==> src/design/wsc_pkg.sv <==
// shared types and constants for the wavetable sound channel
// no dependencies; used by wsc_sample_out, the top level, the checker and the testbench
package wsc_pkg;

    // action codes carried by an input beat
    typedef enum logic [1:0] {
        ACT_READ   = 2'd0,
        ACT_WRITE  = 2'd1,
        ACT_TICK   = 2'd2,
        ACT_LENGTH = 2'd3
    } t_action;

    // register map, low address byte
    localparam logic [7:0] ADDR_DAC       = 8'h1A;
    localparam logic [7:0] ADDR_LENGTH    = 8'h1B;
    localparam logic [7:0] ADDR_VOLUME    = 8'h1C;
    localparam logic [7:0] ADDR_FREQ_LO   = 8'h1D;
    localparam logic [7:0] ADDR_FREQ_HI   = 8'h1E;
    localparam logic [7:0] ADDR_WAVE_LO   = 8'h30;
    localparam logic [7:0] ADDR_WAVE_HI   = 8'h3F;

    localparam int unsigned WAVE_BYTES    = 16;
    localparam int unsigned WAVE_AW       = $clog2(WAVE_BYTES);
    localparam int unsigned POS_W         = WAVE_AW + 1;

    localparam logic [7:0]  READ_IDLE     = 8'hFF;
    localparam logic [8:0]  LENGTH_FULL   = 9'd256;
    localparam logic [11:0] PERIOD_BASE   = 12'd2048;

    typedef struct packed {
        logic [1:0] action;
        logic [7:0] reg_address;
        logic [7:0] write_data;
    } t_in_item;

    typedef struct packed {
        logic [7:0] read_data;
        logic [3:0] sample_out;
        logic       channel_active;
    } t_out_item;

    // voice state that selects and scales the current sample
    typedef struct packed {
        logic             dac_on;
        logic             channel_on;
        logic [1:0]       volume_code;
        logic [POS_W-1:0] position;
    } t_voice_ctrl;

endpackage

==> src/design/wsc_stream_if.sv <==
// valid/ready channel carrying one payload beat
// depends on nothing; payload type is given by the instantiating code
interface wsc_stream_if #(
    parameter type t_payload = logic
);
    logic     valid;
    logic     ready;
    t_payload payload;

    modport source (output valid, output payload, input ready);
    modport sink   (input valid, input payload, output ready);
endinterface

==> src/design/wavetable_sound_channel.sv <==
// wavetable sound channel: 32 four-bit samples, length counter, period timer
// result registered, offered the cycle after the input beat is accepted; one beat accepted per cycle
// while input stays ready, which it does while the result register is empty or being drained
// reset (synchronous, active low) clears the voice state, the result valid flag and the 16-byte wave ram
// depends on wsc_pkg, wsc_stream_if and wsc_sample_out
module wavetable_sound_channel (
    input  logic i_clk,
    input  logic i_rst_n,
    wsc_stream_if.sink   i_in,
    wsc_stream_if.source o_out
);
    localparam int unsigned AW = wsc_pkg::WAVE_AW;
    localparam int unsigned PW = wsc_pkg::POS_W;

    logic          r_dac_on,    n_dac_on;
    logic          r_chan_on,   n_chan_on;
    logic          r_len_en,    n_len_en;
    logic [8:0]    r_len_cnt,   n_len_cnt;
    logic [1:0]    r_vol,       n_vol;
    logic [10:0]   r_period,    n_period;
    logic [11:0]   r_timer,     n_timer;
    logic [PW-1:0] r_pos,       n_pos;
    logic [7:0]    r_wave [wsc_pkg::WAVE_BYTES];

    logic                 r_out_valid;
    wsc_pkg::t_out_item   r_out;

    wsc_pkg::t_in_item    item;
    wsc_pkg::t_voice_ctrl voice;
    logic                 accept;
    logic                 wave_we;
    logic [7:0]           rd_data;
    logic [7:0]           cur_byte;
    logic [3:0]           sample;
    logic [11:0]          reload_half;
    logic [12:0]          reload_dec;

    assign item      = i_in.payload;
    assign i_in.ready = !r_out_valid || o_out.ready;
    assign accept    = i_in.valid && i_in.ready;

    assign reload_half = wsc_pkg::PERIOD_BASE - {1'b0, r_period};
    assign reload_dec  = {reload_half, 1'b0} - 13'd1;

    always_comb begin
        n_dac_on  = r_dac_on;
        n_chan_on = r_chan_on;
        n_len_en  = r_len_en;
        n_len_cnt = r_len_cnt;
        n_vol     = r_vol;
        n_period  = r_period;
        n_timer   = r_timer;
        n_pos     = r_pos;
        wave_we   = 1'b0;
        rd_data   = wsc_pkg::READ_IDLE;
        case (item.action)
            wsc_pkg::ACT_READ: begin
                case (item.reg_address)
                    wsc_pkg::ADDR_DAC:     rd_data = {r_dac_on, 7'h7F};
                    wsc_pkg::ADDR_VOLUME:  rd_data = {1'b1, r_vol, 5'h1F};
                    wsc_pkg::ADDR_FREQ_HI: rd_data = {1'b1, r_len_en, 6'h3F};
                    default: begin
                        if (item.reg_address inside
                                {[wsc_pkg::ADDR_WAVE_LO:wsc_pkg::ADDR_WAVE_HI]}) begin
                            rd_data = r_wave[item.reg_address[AW-1:0]];
                        end
                    end
                endcase
            end
            wsc_pkg::ACT_WRITE: begin
                case (item.reg_address)
                    wsc_pkg::ADDR_DAC: begin
                        n_dac_on = item.write_data[7];
                        if (!item.write_data[7]) begin
                            n_chan_on = 1'b0;
                        end
                    end
                    wsc_pkg::ADDR_LENGTH: begin
                        n_len_cnt = wsc_pkg::LENGTH_FULL - {1'b0, item.write_data};
                    end
                    wsc_pkg::ADDR_VOLUME:  n_vol = item.write_data[6:5];
                    wsc_pkg::ADDR_FREQ_LO: n_period[7:0] = item.write_data;
                    wsc_pkg::ADDR_FREQ_HI: begin
                        n_period[10:8] = item.write_data[2:0];
                        n_len_en       = item.write_data[6];
                        // trigger only counts while the dac is on
                        if (item.write_data[7] && r_dac_on) begin
                            n_chan_on = 1'b1;
                            if (r_len_cnt == 9'd0) begin
                                n_len_cnt = wsc_pkg::LENGTH_FULL;
                            end
                        end
                    end
                    default: begin
                        if (item.reg_address inside
                                {[wsc_pkg::ADDR_WAVE_LO:wsc_pkg::ADDR_WAVE_HI]}) begin
                            wave_we = 1'b1;
                        end
                    end
                endcase
            end
            wsc_pkg::ACT_TICK: begin
                if (r_timer == 12'd0) begin
                    // reload of 4096 at period zero fits the 12-bit timer after the decrement
                    n_timer = reload_dec[11:0];
                    n_pos   = r_pos + PW'(1);
                end else begin
                    n_timer = r_timer - 12'd1;
                end
            end
            wsc_pkg::ACT_LENGTH: begin
                if (r_len_en && (r_len_cnt != 9'd0)) begin
                    n_len_cnt = r_len_cnt - 9'd1;
                    if (r_len_cnt == 9'd1) begin
                        n_chan_on = 1'b0;
                    end
                end
            end
            default: ;
        endcase
    end

    // sample seen after this beat, with a same-beat wave write forwarded
    always_comb begin
        if (wave_we && (item.reg_address[AW-1:0] == n_pos[PW-1:1])) begin
            cur_byte = item.write_data;
        end else begin
            cur_byte = r_wave[n_pos[PW-1:1]];
        end
        voice.dac_on      = n_dac_on;
        voice.channel_on  = n_chan_on;
        voice.volume_code = n_vol;
        voice.position    = n_pos;
    end

    wsc_sample_out u_sample (
        .i_ctrl      (voice),
        .i_wave_byte (cur_byte),
        .o_sample    (sample)
    );

    always_ff @(posedge i_clk) begin
        if (!i_rst_n) begin
            r_dac_on    <= 1'b0;
            r_chan_on   <= 1'b0;
            r_len_en    <= 1'b0;
            r_len_cnt   <= 9'd0;
            r_vol       <= 2'd0;
            r_period    <= 11'd0;
            r_timer     <= 12'd0;
            r_pos       <= '0;
            r_out_valid <= 1'b0;
            for (int i = 0; i < wsc_pkg::WAVE_BYTES; i++) begin
                r_wave[i] <= 8'd0;
            end
        end else begin
            if (accept) begin
                r_dac_on  <= n_dac_on;
                r_chan_on <= n_chan_on;
                r_len_en  <= n_len_en;
                r_len_cnt <= n_len_cnt;
                r_vol     <= n_vol;
                r_period  <= n_period;
                r_timer   <= n_timer;
                r_pos     <= n_pos;
                if (wave_we) begin
                    r_wave[item.reg_address[AW-1:0]] <= item.write_data;
                end
            end
            if (accept) begin
                r_out_valid <= 1'b1;
            end else if (o_out.ready) begin
                r_out_valid <= 1'b0;
            end
        end
    end

    // result beat payload
    always_ff @(posedge i_clk) begin
        if (accept) begin
            r_out.read_data      <= rd_data;
            r_out.sample_out     <= sample;
            r_out.channel_active <= n_chan_on;
        end
    end

    assign o_out.valid   = r_out_valid;
    assign o_out.payload = r_out;
endmodule

==> src/design/wsc_sample_out.sv <==
// picks the current wave nibble and scales it by the volume code
// depends on wsc_pkg
module wsc_sample_out (
    input  wsc_pkg::t_voice_ctrl i_ctrl,
    input  logic [7:0]           i_wave_byte,
    output logic [3:0]           o_sample
);
    logic [3:0] nib;

    always_comb begin
        // even positions take the low nibble
        nib = i_ctrl.position[0] ? i_wave_byte[7:4] : i_wave_byte[3:0];
        if (!(i_ctrl.dac_on && i_ctrl.channel_on)) begin
            o_sample = 4'd0;
        end else begin
            case (i_ctrl.volume_code)
                2'd1:    o_sample = nib;
                2'd2:    o_sample = {1'b0, nib[3:1]};
                2'd3:    o_sample = {2'b00, nib[3:2]};
                default: o_sample = 4'd0;
            endcase
        end
    end
endmodule

==> src/flat_wrapper.sv <==
// flat-port wrapper written by rule: the top's interface ports become plain ports
module wavetable_sound_channel_flat 
  (i_clk, i_rst_n, i_in_valid, i_in_payload, i_in_ready, o_out_valid, o_out_payload, o_out_ready);
  wsc_stream_if #(.t_payload(wsc_pkg::t_in_item)) i_in_i ();
  wsc_stream_if #(.t_payload(wsc_pkg::t_out_item)) o_out_i ();
  input  logic i_clk;
  input  logic i_rst_n;
  input wire logic [$bits(i_in_i.valid)-1:0] i_in_valid;
  input wire logic [$bits(i_in_i.payload)-1:0] i_in_payload;
  output wire logic [$bits(i_in_i.ready)-1:0] i_in_ready;
  output wire logic [$bits(o_out_i.valid)-1:0] o_out_valid;
  output wire logic [$bits(o_out_i.payload)-1:0] o_out_payload;
  input wire logic [$bits(o_out_i.ready)-1:0] o_out_ready;
  assign i_in_i.valid = i_in_valid;
  assign i_in_i.payload = i_in_payload;
  assign i_in_ready = i_in_i.ready;
  assign o_out_valid = o_out_i.valid;
  assign o_out_payload = o_out_i.payload;
  assign o_out_i.ready = o_out_ready;
  wavetable_sound_channel u_core (.i_clk(i_clk), .i_rst_n(i_rst_n), .i_in(i_in_i), .o_out(o_out_i));
endmodule
==> config.mk <==
export PLATFORM = sky130hd
export DESIGN_NAME = wavetable_sound_channel_flat
export DESIGN_NICKNAME = d
export VERILOG_FILES = /design/src/design/wsc_pkg.sv /design/src/design/wsc_stream_if.sv /design/src/design/wavetable_sound_channel.sv /design/src/design/wsc_sample_out.sv /design/src/flat_wrapper.sv
export SDC_FILE = /design/constraint.sdc
export NUM_CORES = 1
export LEC_CHECK = 0
export BUFFER_PORTS_ARGS = -buffer_cell sky130_fd_sc_hd__buf_2
export CORE_ASPECT_RATIO = 0.5
export CORE_UTILIZATION = 52
export CTS_BUF_LIST = sky130_fd_sc_hd__clkbuf_8
export CTS_CLUSTER_SIZE = 20
export DETAILED_ROUTE_END_ITERATION = 6
export PLACE_DENSITY = 0.71
export SLEW_MARGIN = 20
export SYNTH_ARGS = -nofsm -noshare
export SYNTH_HDL_FRONTEND = slang
export SYNTH_SLANG_ARGS = --single-unit
export TNS_END_PERCENT = 1
==> constraint.sdc <==
create_clock -name i_clk -period 3.5 [get_ports i_clk]
set_input_delay 0.7 -clock i_clk [delete_from_list [all_inputs] [get_ports i_clk]]
set_output_delay 0.7 -clock i_clk [all_outputs]
set_load 0.02 [all_outputs]
# Word-level counts from Yosys, hierarchy flattened
# Memories as Yosys holds them, arrays and structs flattened.
# Cells that the tools add are included.
# W data, S select, Z words.
# op_classes
add_sub_neg	6
magnitude_cmp	2
eq_ne	17
mux	36
reduce_logical	20
# ops
cell	count
$eq A8 B5 Y1 const B	5
$pmux W9 S2	2
$mux W9	3
$mux W8	3
$pmux W8 S3	1
$sub A12 B1 Y12 const B	2
$mux W1	17
$logic_not A12 Y1	1
$mux W12	1
$pmux W4 S3	1
$sub A1 B11 Y11 const A	1
$mux W5	2
$eq A9 B1 Y1 const B	1
$logic_not A9 Y1	1
$reduce_bool A9 Y1	1
$sub A9 B1 Y9 const B	1
$sub A9 B8 Y9 const A	1
$eq A2 B2 Y1 const B	4
$ge A8 B6 Y1 const B	1
$le A8 B6 Y1 const B	1
$mux W4	2
$reduce_or A8 Y1	1
$logic_and A1 B1 Y1	6
$ne A3 B2 Y1 const B	2
other kinds (15)	20
# word_totals
regBits	56
ram_bits	128
input_bits	22
out_inout_bits	15
elab_cells	95
memories	1
# mem_list
memory	words	word_bits	rd	rd_clocked_by_memory_dff	write_ports	line	text
u_core.r_wave	16	8	2	0	16	wavetable_sound_channel.sv:23	logic [7:0] r_wave [wsc_pkg::WAVE_BYTES];

# Depth between registers and ports, before layout
# Gate-level depths: netlist of the first run.
# depth
ltp_word	11
depth_mapped	13
mapped_depth_nobuf	11

# Hierarchy
# A second synthesis of the first run with hierarchy kept.
# hier_totals
cells_unflattened	1010
hier_area_um2	11065.6
# modules_own_cells
module	n_inst	cells_each	area_per_inst_um2	seq_area_each_um2
wavetable_sound_channel	1	994	10949.3	5094.9
wsc_sample_out	1	16	116.4	0.0

# Least setup slack after synthesis of the first run
# Ideal clock, no wire load.
# synth_timing
path_kind	input -> register
start	input i_in_payload[17]
end	register u_core.r_out (netlist bit u_core.o_out.payload[2]) (data pin)
setup_ps	261
arrival_time_ps	3380
t_required_ps	3239
setup_slack_ps	-140
path_stages	11
path_buffers	2
cell_sequence	clkbuf_1 -> nor2b_1 -> nand4_4 -> mux2i_2 -> buf_6 -> mux4_2 -> mux2_2 -> o32a_1 -> nand3_1 -> nor2_1 -> o311a_1
# synth_between
elab_chain_cells	7
word_cells_on_any_way	18
classes_between	eq/ne (7); mux (8); reduce/logical (2); memory (1)
# synth_lines
element	line	text
start: declaration	flat_wrapper.sv:9	input wire logic [$bits(i_in_i.payload)-1:0] i_in_payload;
branches (longest 7 deep; another with $mem_v2 Z16 W8)	-	
end: declaration	wavetable_sound_channel.sv:26	wsc_pkg::t_out_item r_out;
# Parallel ways; which one is timed is not known.
# A chain may end at the register's enable or synchronous reset.

# Final worst setup path of the first run
# layout_timing
start	register u_core.r_timer[1]
end	register u_core.r_out (netlist bit u_core.o_out.payload[1]) (data pin)
# layout_between
elab_chain_cells	8
word_cells_on_any_way	9
classes_between	eq/ne (1); mux (5); reduce/logical (2); memory (1)
# layout_lines
element	line	text
start: declaration	wavetable_sound_channel.sv:21	logic [11:0] r_timer, n_timer;
start signal: assignment	wavetable_sound_channel.sv:164	r_timer <= n_timer;
$logic_not A12 Y1 (*)	wavetable_sound_channel.sv:103	if (r_timer == 12'd0) begin
$mux W5 (*)	wavetable_sound_channel.sv:103	
$mux W5 (*)	wavetable_sound_channel.sv:56	case (item.action)
branches (longest 3 deep; another with $mem_v2 Z16 W8)	-	
$mux W4 (*)	wsc_sample_out.sv:12	nib = i_ctrl.position[0] ? i_wave_byte[7:4] : i_wave_byte[3:0];
$pmux W4 S3 (*)	wsc_sample_out.sv:16	case (i_ctrl.volume_code)
# Mark *: on every way between the ends.

==> results of run 1 <==
[synth_stat cells, types with 22 or more instances]
cell      number  area share
nor2_1        85       0.030
a21oi_1       32       0.015
nor3_1        61       0.028
dfxtp_1       43       0.080
and2_1        85       0.049
clkbuf_1      54       0.019
nand3_1       22       0.010
edfxtp_1     141        0.39
mux4_2        56        0.12
mux2i_1       42       0.039
nand2_1       53       0.018
o21ai_0       38       0.018
[worst reg2reg max path, stage by stage, from the launching register on]
cell and delay (ns):
dfxtp_1 0.38, inv_1 0.08, ha_1 0.19, nor4b_4 0.13, buf_4 0.15, nand4_4 0.10, mux2i_4 0.37, buf_6 0.26
mux4_1 0.59, mux2i_1 0.19, mux2i_1 0.11, mux2_2 0.31, o211ai_1 0.17, o41ai_1 0.10
[report_power, final]
part           internal, uW  switching [uW]
Combinational           225             352
Sequential             2400            45.0
Clock                   652             859
[logic make-up (layout without fill, tap and decap cells)]
kind of cell               Yosys count  count (layout)  share of synthesized area
and+or+nand+nor                    387             387                      0.191
xor gates and xnor gates            36              36                     0.0349
AOI/OAI and AO/OA                  131             131                     0.0777
adders and majority gates            7               7                    0.00811
muxes                              113             113                      0.183
buffers and inverters               88             148                     0.0341
DFF                                184             184                      0.472
[registers in the layout (all words and copies together) (netlist names)]
| signal | cells |
|---|---|
| u_core.r_wave | 128 |
| u_core.o_out.payload | 13 |
| u_core.r_timer | 12 |
| u_core.r_period | 11 |
| u_core.r_len_cnt | 9 |
| u_core.r_pos | 5 |
| u_core.r_vol | 2 |
| u_core.o_out.valid | 1 |
| u_core.r_chan_on | 1 |
| u_core.r_dac_on | 1 |
| u_core.r_len_en | 1 |
[cell type report]
cell class | count | share of cell area
clock buffer | 17 | 0.0195
clock inverter | 14 | 0.0134
inverter | 17 | 0.00533
multi-input combinational | 674 | 0.449
sequential | 184 | 0.426
tap | 266 | 0.0278
timing repair buffer | 100 | 0.0597
[per-layer routing]
layer  GRT usage  share of wire  vias up
met1       0.418           0.42     4069
met2       0.426           0.45      462
li1            -              -     3651
met4      0.0888          0.019        2
met5           0        0.00058        -
met3      0.0714           0.10       45
[timing repair]
action | CTS | global route
buffers inserted | 0 | 2
gates resized for setup | 0 | 3
setup endpoints to repair | 0 | 3
[path summary, 6_finish.rpt]
path,slack [ns],cells after the start,endpoint,startpoint
worst min-delay path,0.45,3,u_core.o_out.valid$_SDFFE_PN0P_,i_in_valid
worst max-delay path,0.13,13,u_core.o_out.payload[1]$_SDFFCE_PN0P_,u_core.r_timer[1]$_SDFFE_PN0P_
worst max register to register,0.13,13,u_core.o_out.payload[1]$_SDFFCE_PN0P_,u_core.r_timer[1]$_SDFFE_PN0P_
worst min register to register,0.48,2,u_core.r_chan_on$_SDFFE_PN0P_,u_core.r_chan_on$_SDFFE_PN0P_
[stage by stage]
stage          instances  worst slack [ns]  hold WS (ns)   util  cell area [um2]
2_1_floorplan        946            0.0492         0.436      -            10800
3_3_place_gp        1239            0.0301         0.452  0.580            11600
3_5_place_dp        1239          -0.00869         0.460  0.580            11600
4_1_cts             1270            0.0956         0.431  0.600            11900
5_1_grt             1272           0.00264         0.456  0.601            12000
6_report            1272             0.134         0.450  0.601            12000
==> summary.md, run 1 <==
| Metric | Value |
|---|---|
| Outcome | finished clean |
| Ys Warns | 0 |
| Final Max Slew Viols | 0 |
| Hpwl dp | 20800 um |
| Final Hold Vio Count | 0 |
| Core Area | 0.0199 mm2 |
| DIE WIDTH | 206 um |
| Clock sink count | 184 |
| Ys async rst share | 0 |
| Reg area | 0.00509 mm2 |
| Worst path top cell family by delay | multiplexers |
| 1st-iter DRT viols | 1006 |
| Average size of a mapped cell | 11.4 um2 |
| Worst Tran Pin Value | 0.839 ns |
| CTS tree | yes |
| Net Count, Synth | 975 |
| Most common cell after layout, fill and taps aside | edfxtp_1 |
| Total CTS buffers | 17 |
| Ys flop type | edfxtp_1 |
| Routability cong. | 0.960 |
| Max VDD drop | 0.000213 V |
| I/O pin cnt | 37 |
| Seq cells post-synth | 184 |
| Post-cts hold buffer count | 0 |
| Startpoint Class | register |
| Final #Nets | 1023 |
| Longest Clk Path Bufs | 2 |
| Vias | 8229 |
| Critical path required time | 3.75 ns |
| DRC viols | 0 |
| Clk_skew | 0.0186 ns |
| Unique masters post-synth | 75 |
| CTS clock-pin slew for the worst setup and hold paths | 0.10 ns |
| Most frequent cells in the layout | edfxtp_1 (141), and2_1 (85), nor2_1 (85), nor3_1 (61), buf_4 (59) |
| Critical Path Most Common Cell | mux2i_1 |
| Critical Path AT | 3.62 ns |
| Wire per inst | 23.2 um |
| Max FO, Critical Path | 14 |
| Setup Viol. Count Final | 0 |
| Power consumption | 4530 uW |
| Max frequency | 297 MHz |
| Synth Cell Area | 0.0108 mm2 |
| First-pass GRT wire length | 45900 um |
| Multi-input gate area | 0.00537 mm2 |
| Synth Instances | 946 |
| Leak pwr | 0.00447 uW |
| Post-synth EDFFs | 141 |
| Max stage delay on crit path | 0.58 ns |
| Final ANT Viol Nets | 0 |
| Pre-Repair DR Iteration Count | 5 |
| Max transition margin | 0.436 |
| Crit-path cells | inv_1 -> ha_1 -> nor4b_4 -> buf_4 -> nand4_4 -> mux2i_4 -> buf_6 -> mux4_1 -> mux2i_1 -> mux2i_1 -> mux2_2 -> o211ai_1 -> o41ai_1 |
| Power density over the cells | 378 mW/mm2 |
| RSZ-0062 raised after global routing | no |
| Crit path capture type | register |
| Layout cell share with drive strength beyond 1 | 0.221 |
| Routed vias/inst | 6.47 |
| Die ar. | 0.0214 mm2 |
| FILL cells | 1619 |
| Die Span Y | 104 um |
| Class of the worst hold path | in2reg |
| Final Cycle Share | 0.962 |
| GRT Total Usage | 0.288 |
| Initial antenna violation count | 1 |
| Routed WL | 29500 um |
| Clock latency at the later pin of the worst-skew pair | 0.50 ns |
| ANT cells | 0 |
| Row count | 36 |
| Initial core utilization | 0.542 |
| Area Growth Syn to Fin | 10.9% |
| Buf+Inv Stages, Crit Path | 3 |
| Sequential cell area fraction in the yosys report | 0.472 |
| Maxcap violations | 0 |
| GR Overflow Total | 0 |
| Slowest stage cell, crit path | mux4_1 |
| CTS Root Cell | clkbuf_8 |
| # H-tree levels | 4 |
| Number of global-route vias before repair | 7792 |
| Setup Crit Path Kind | reg2reg |
| Setup TNS Final | 0 ns |
| Port Buffers | 36 |
| Minimum clock period | 3.37 ns |
| Largest net degree at the start of global routing | 37 |
(Power assumes the default switching activity.)
==> inputs of run 2 (changes only) <==
PLACE_DENSITY = 0.81   (was 0.71)
==> summary.md, run 2 (synthesis results as in run 1) <==
| Metric | Value |
|---|---|
| Core Area | 0.0199 mm2 |
| Max FO, Critical Path | 6 |
| Leak pwr | 0.00454 uW |
| R2R depth | 13 |
| Setup Crit Path Kind | reg2reg |
| Die ar. | 0.0214 mm2 |
| Reg2reg start | u_core.r_timer[1]$_SDFFE_PN0P_ |
| Setup Viol. Count Final | 0 |
| GRT Total Usage | 0.290 |
| P_int | 3300 uW |
| Number of global-route vias before repair | 8317 |
| Hold Path End | u_core.o_out.valid$_SDFFE_PN0P_ |
| Area Growth Syn to Fin | 12.3% |
| First-pass GRT wire length | 46200 um |
| Vias | 8511 |
| Pre-Repair DR Iteration Count | 5 |
| FILL cells | 1483 |
| CTS clock-pin slew for the worst setup and hold paths | 0.12 ns |
| Total CTS buffers | 17 |
| # H-tree levels | 4 |
| Die Span Y | 104 um |
| Max frequency | 295 MHz |
| Post-place setup slack | -0.00160 ns |
| DRC viols | 0 |
| Final Cycle Share | 0.969 |
| Routed WL | 31000 um |
| Placed Area | 0.0115 mm2 |
| Row count | 36 |
| Clock latency at the later pin of the worst-skew pair | 0.51 ns |
| Max VDD drop | 0.000224 V |
| GR Overflow Total | 0 |
| CTS Root Cell | clkbuf_8 |
| R2r setup slk | 0.11 ns |
| Longest Clk Path Bufs | 2 |
| Largest net degree at the start of global routing | 42 |
| Final instance area | 0.0121 mm2 |
| CTS tree | yes |
| Final Max Slew Viols | 0 |
| Final #Nets | 1029 |
| Worst Tran Pin Value | 0.819 ns |
| Initial core utilization | 0.542 |
| Switch share | 0.284 |
| Hold_sp | i_in_valid |
| Clock share of power | 0.344 |
| Class of the worst hold path | in2reg |
| Minimum clock period | 3.39 ns |
| Final Hold Vio Count | 0 |
| DIE WIDTH | 206 um |
| Worst reg2reg path endpoint | u_core.o_out.payload[2]$_SDFFCE_PN0P_ |
| Critical path required time | 3.78 ns |
| Critical Path AT | 3.67 ns |
| Routability cong. | 0.939 |
| 1st-iter DRT viols | 1256 |
| I/O pin cnt | 37 |
| Post-route setup slack | 0.108 ns |
| Wire per inst | 24.2 um |
| Startpoint Class | register |
| Max transition margin | 0.449 |
| Layout cell share with drive strength beyond 1 | 0.235 |
| Hold depth | 3 |
| ANT cells | 0 |
| Worst hold slack | 0.459 ns |
| Switching power | 1310 uW |
| Post-cts hold buffer count | 0 |
| Maxcap violations | 0 |
| Power density over the cells | 380 mW/mm2 |
| Initial antenna violation count | 1 |
| RSZ-0062 raised after global routing | yes |
| Clock sink count | 184 |
| Logic pwr share | 0.127 |
| Most frequent cells in the layout | edfxtp_1 (141), and2_1 (85), nor2_1 (84), buf_4 (63) |
| Largest register FFs | 128 |
| Largest register by flop count | u_core.r_wave |
| Routed vias/inst | 6.65 |
| Clk_skew | 0.0200 ns |
| Hpwl dp | 20900 um |
| Outcome | finished clean |
| Most common cell after layout, fill and taps aside | edfxtp_1 |
| Crit path capture type | register |
| Sequential power share | 0.529 |
| Final ANT Viol Nets | 0 |
| Port Buffers | 36 |
==> run 2: changes by cell type in the layout (fill, tap and decap cells not counted), moves of 2 or more <==
cell       delta
mux4_2        +4
clkbuf_16     +2
buf_4         +4
mux2i_2       -2
mux2i_1       +2
clkinv_8      +3
mux4_1        -4
clkinv_2      -3
inv_8         +2
==> run 2: worst max-delay path: stages, from the launching register on <==
cell,delay [ns]
dfxtp_2,0.34
inv_1,0.07
ha_1,0.15
nor4b_4,0.28
buf_4,0.18
nand4_4,0.12
mux2i_4,0.22
buf_12,0.16
mux4_1,0.55
mux2_2,0.28
o32a_1,0.36
nand3_2,0.09
nor2_1,0.04
o311a_1,0.32
==> run 2: power groups by stage <==
stage	Combinational (uW)	Sequential, uW	Clock (uW)
3_3_place_gp	538	2480	0
6_report	585	2440	1590
3_5_place_dp	550	2490	0
2_1_floorplan	369	2480	0
5_1_grt	620	2440	1670
4_1_cts	553	2440	1590
==> run 2: how the worst max path moves through the flow <==
stage	end	cells after the start	slack, ns	startpoint
3_3_place_gp	u_core.o_out.payload[2]$_SDFFCE_PN0P_	10	0.04	i_in_payload[17]
3_5_place_dp	u_core.o_out.payload[2]$_SDFFCE_PN0P_	11	-0.002	i_in_payload[17]
5_1_grt	u_core.o_out.payload[2]$_SDFFCE_PN0P_	13	-0.04	u_core.r_timer[1]$_SDFFE_PN0P_
6_report	u_core.o_out.payload[2]$_SDFFCE_PN0P_	13	0.11	u_core.r_timer[1]$_SDFFE_PN0P_
2_1_floorplan	u_core.o_out.payload[2]$_SDFFCE_PN0P_	11	0.05	i_in_payload[17]
4_1_cts	u_core.o_out.payload[2]$_SDFFCE_PN0P_	12	0.04	u_core.r_timer[1]$_SDFFE_PN0P_
==> run 2: layout make-up <==
cell class                      instances  area [um2]  area share
Multi-Input combinational cell        674        5390       0.444
Sequential cell                       184        5100       0.420
Timing Repair Buffer                  106         806      0.0665
Tap cell                              266         333      0.0274
Clock buffer                           17         234      0.0193
Clock inverter                         15         204      0.0168
Inverter                               17        63.8     0.00526
==> run 2: repair_timing <==
action | in CTS | in global routing
setup endpoints to repair | 0 | 3
gates resized for setup | 0 | 16
buffers inserted | 0 | 8
==> run 2: routing by layer <==
| layer | part of all wire | global-route usage | routed length, um | up-vias |
|---|---|---|---|---|
| met2 | 0.47 | 0.456 | 14400 | 560 |
| li1 | - | - | - | 3664 |
| met5 | 0 | 0 | 0 | - |
| met3 | 0.11 | 0.0768 | 3510 | 105 |
| met4 | 0.039 | 0.141 | 1210 | 0 |
| met1 | 0.38 | 0.376 | 11800 | 4182 |
==> run 2: through the flow <==
step | setup TNS [ns] | std cells | utilization | total power (uW)
6_report | 0 | 1279 | 0.609 | 4610
5_1_grt | -0.0653 | 1279 | 0.609 | 4740
4_1_cts | 0 | 1269 | 0.601 | 4580
3_5_place_dp | -0.00160 | 1237 | 0.579 | 3040
3_3_place_gp | 0 | 1237 | 0.579 | 3020
2_1_floorplan | 0 | 946 | - | 2850
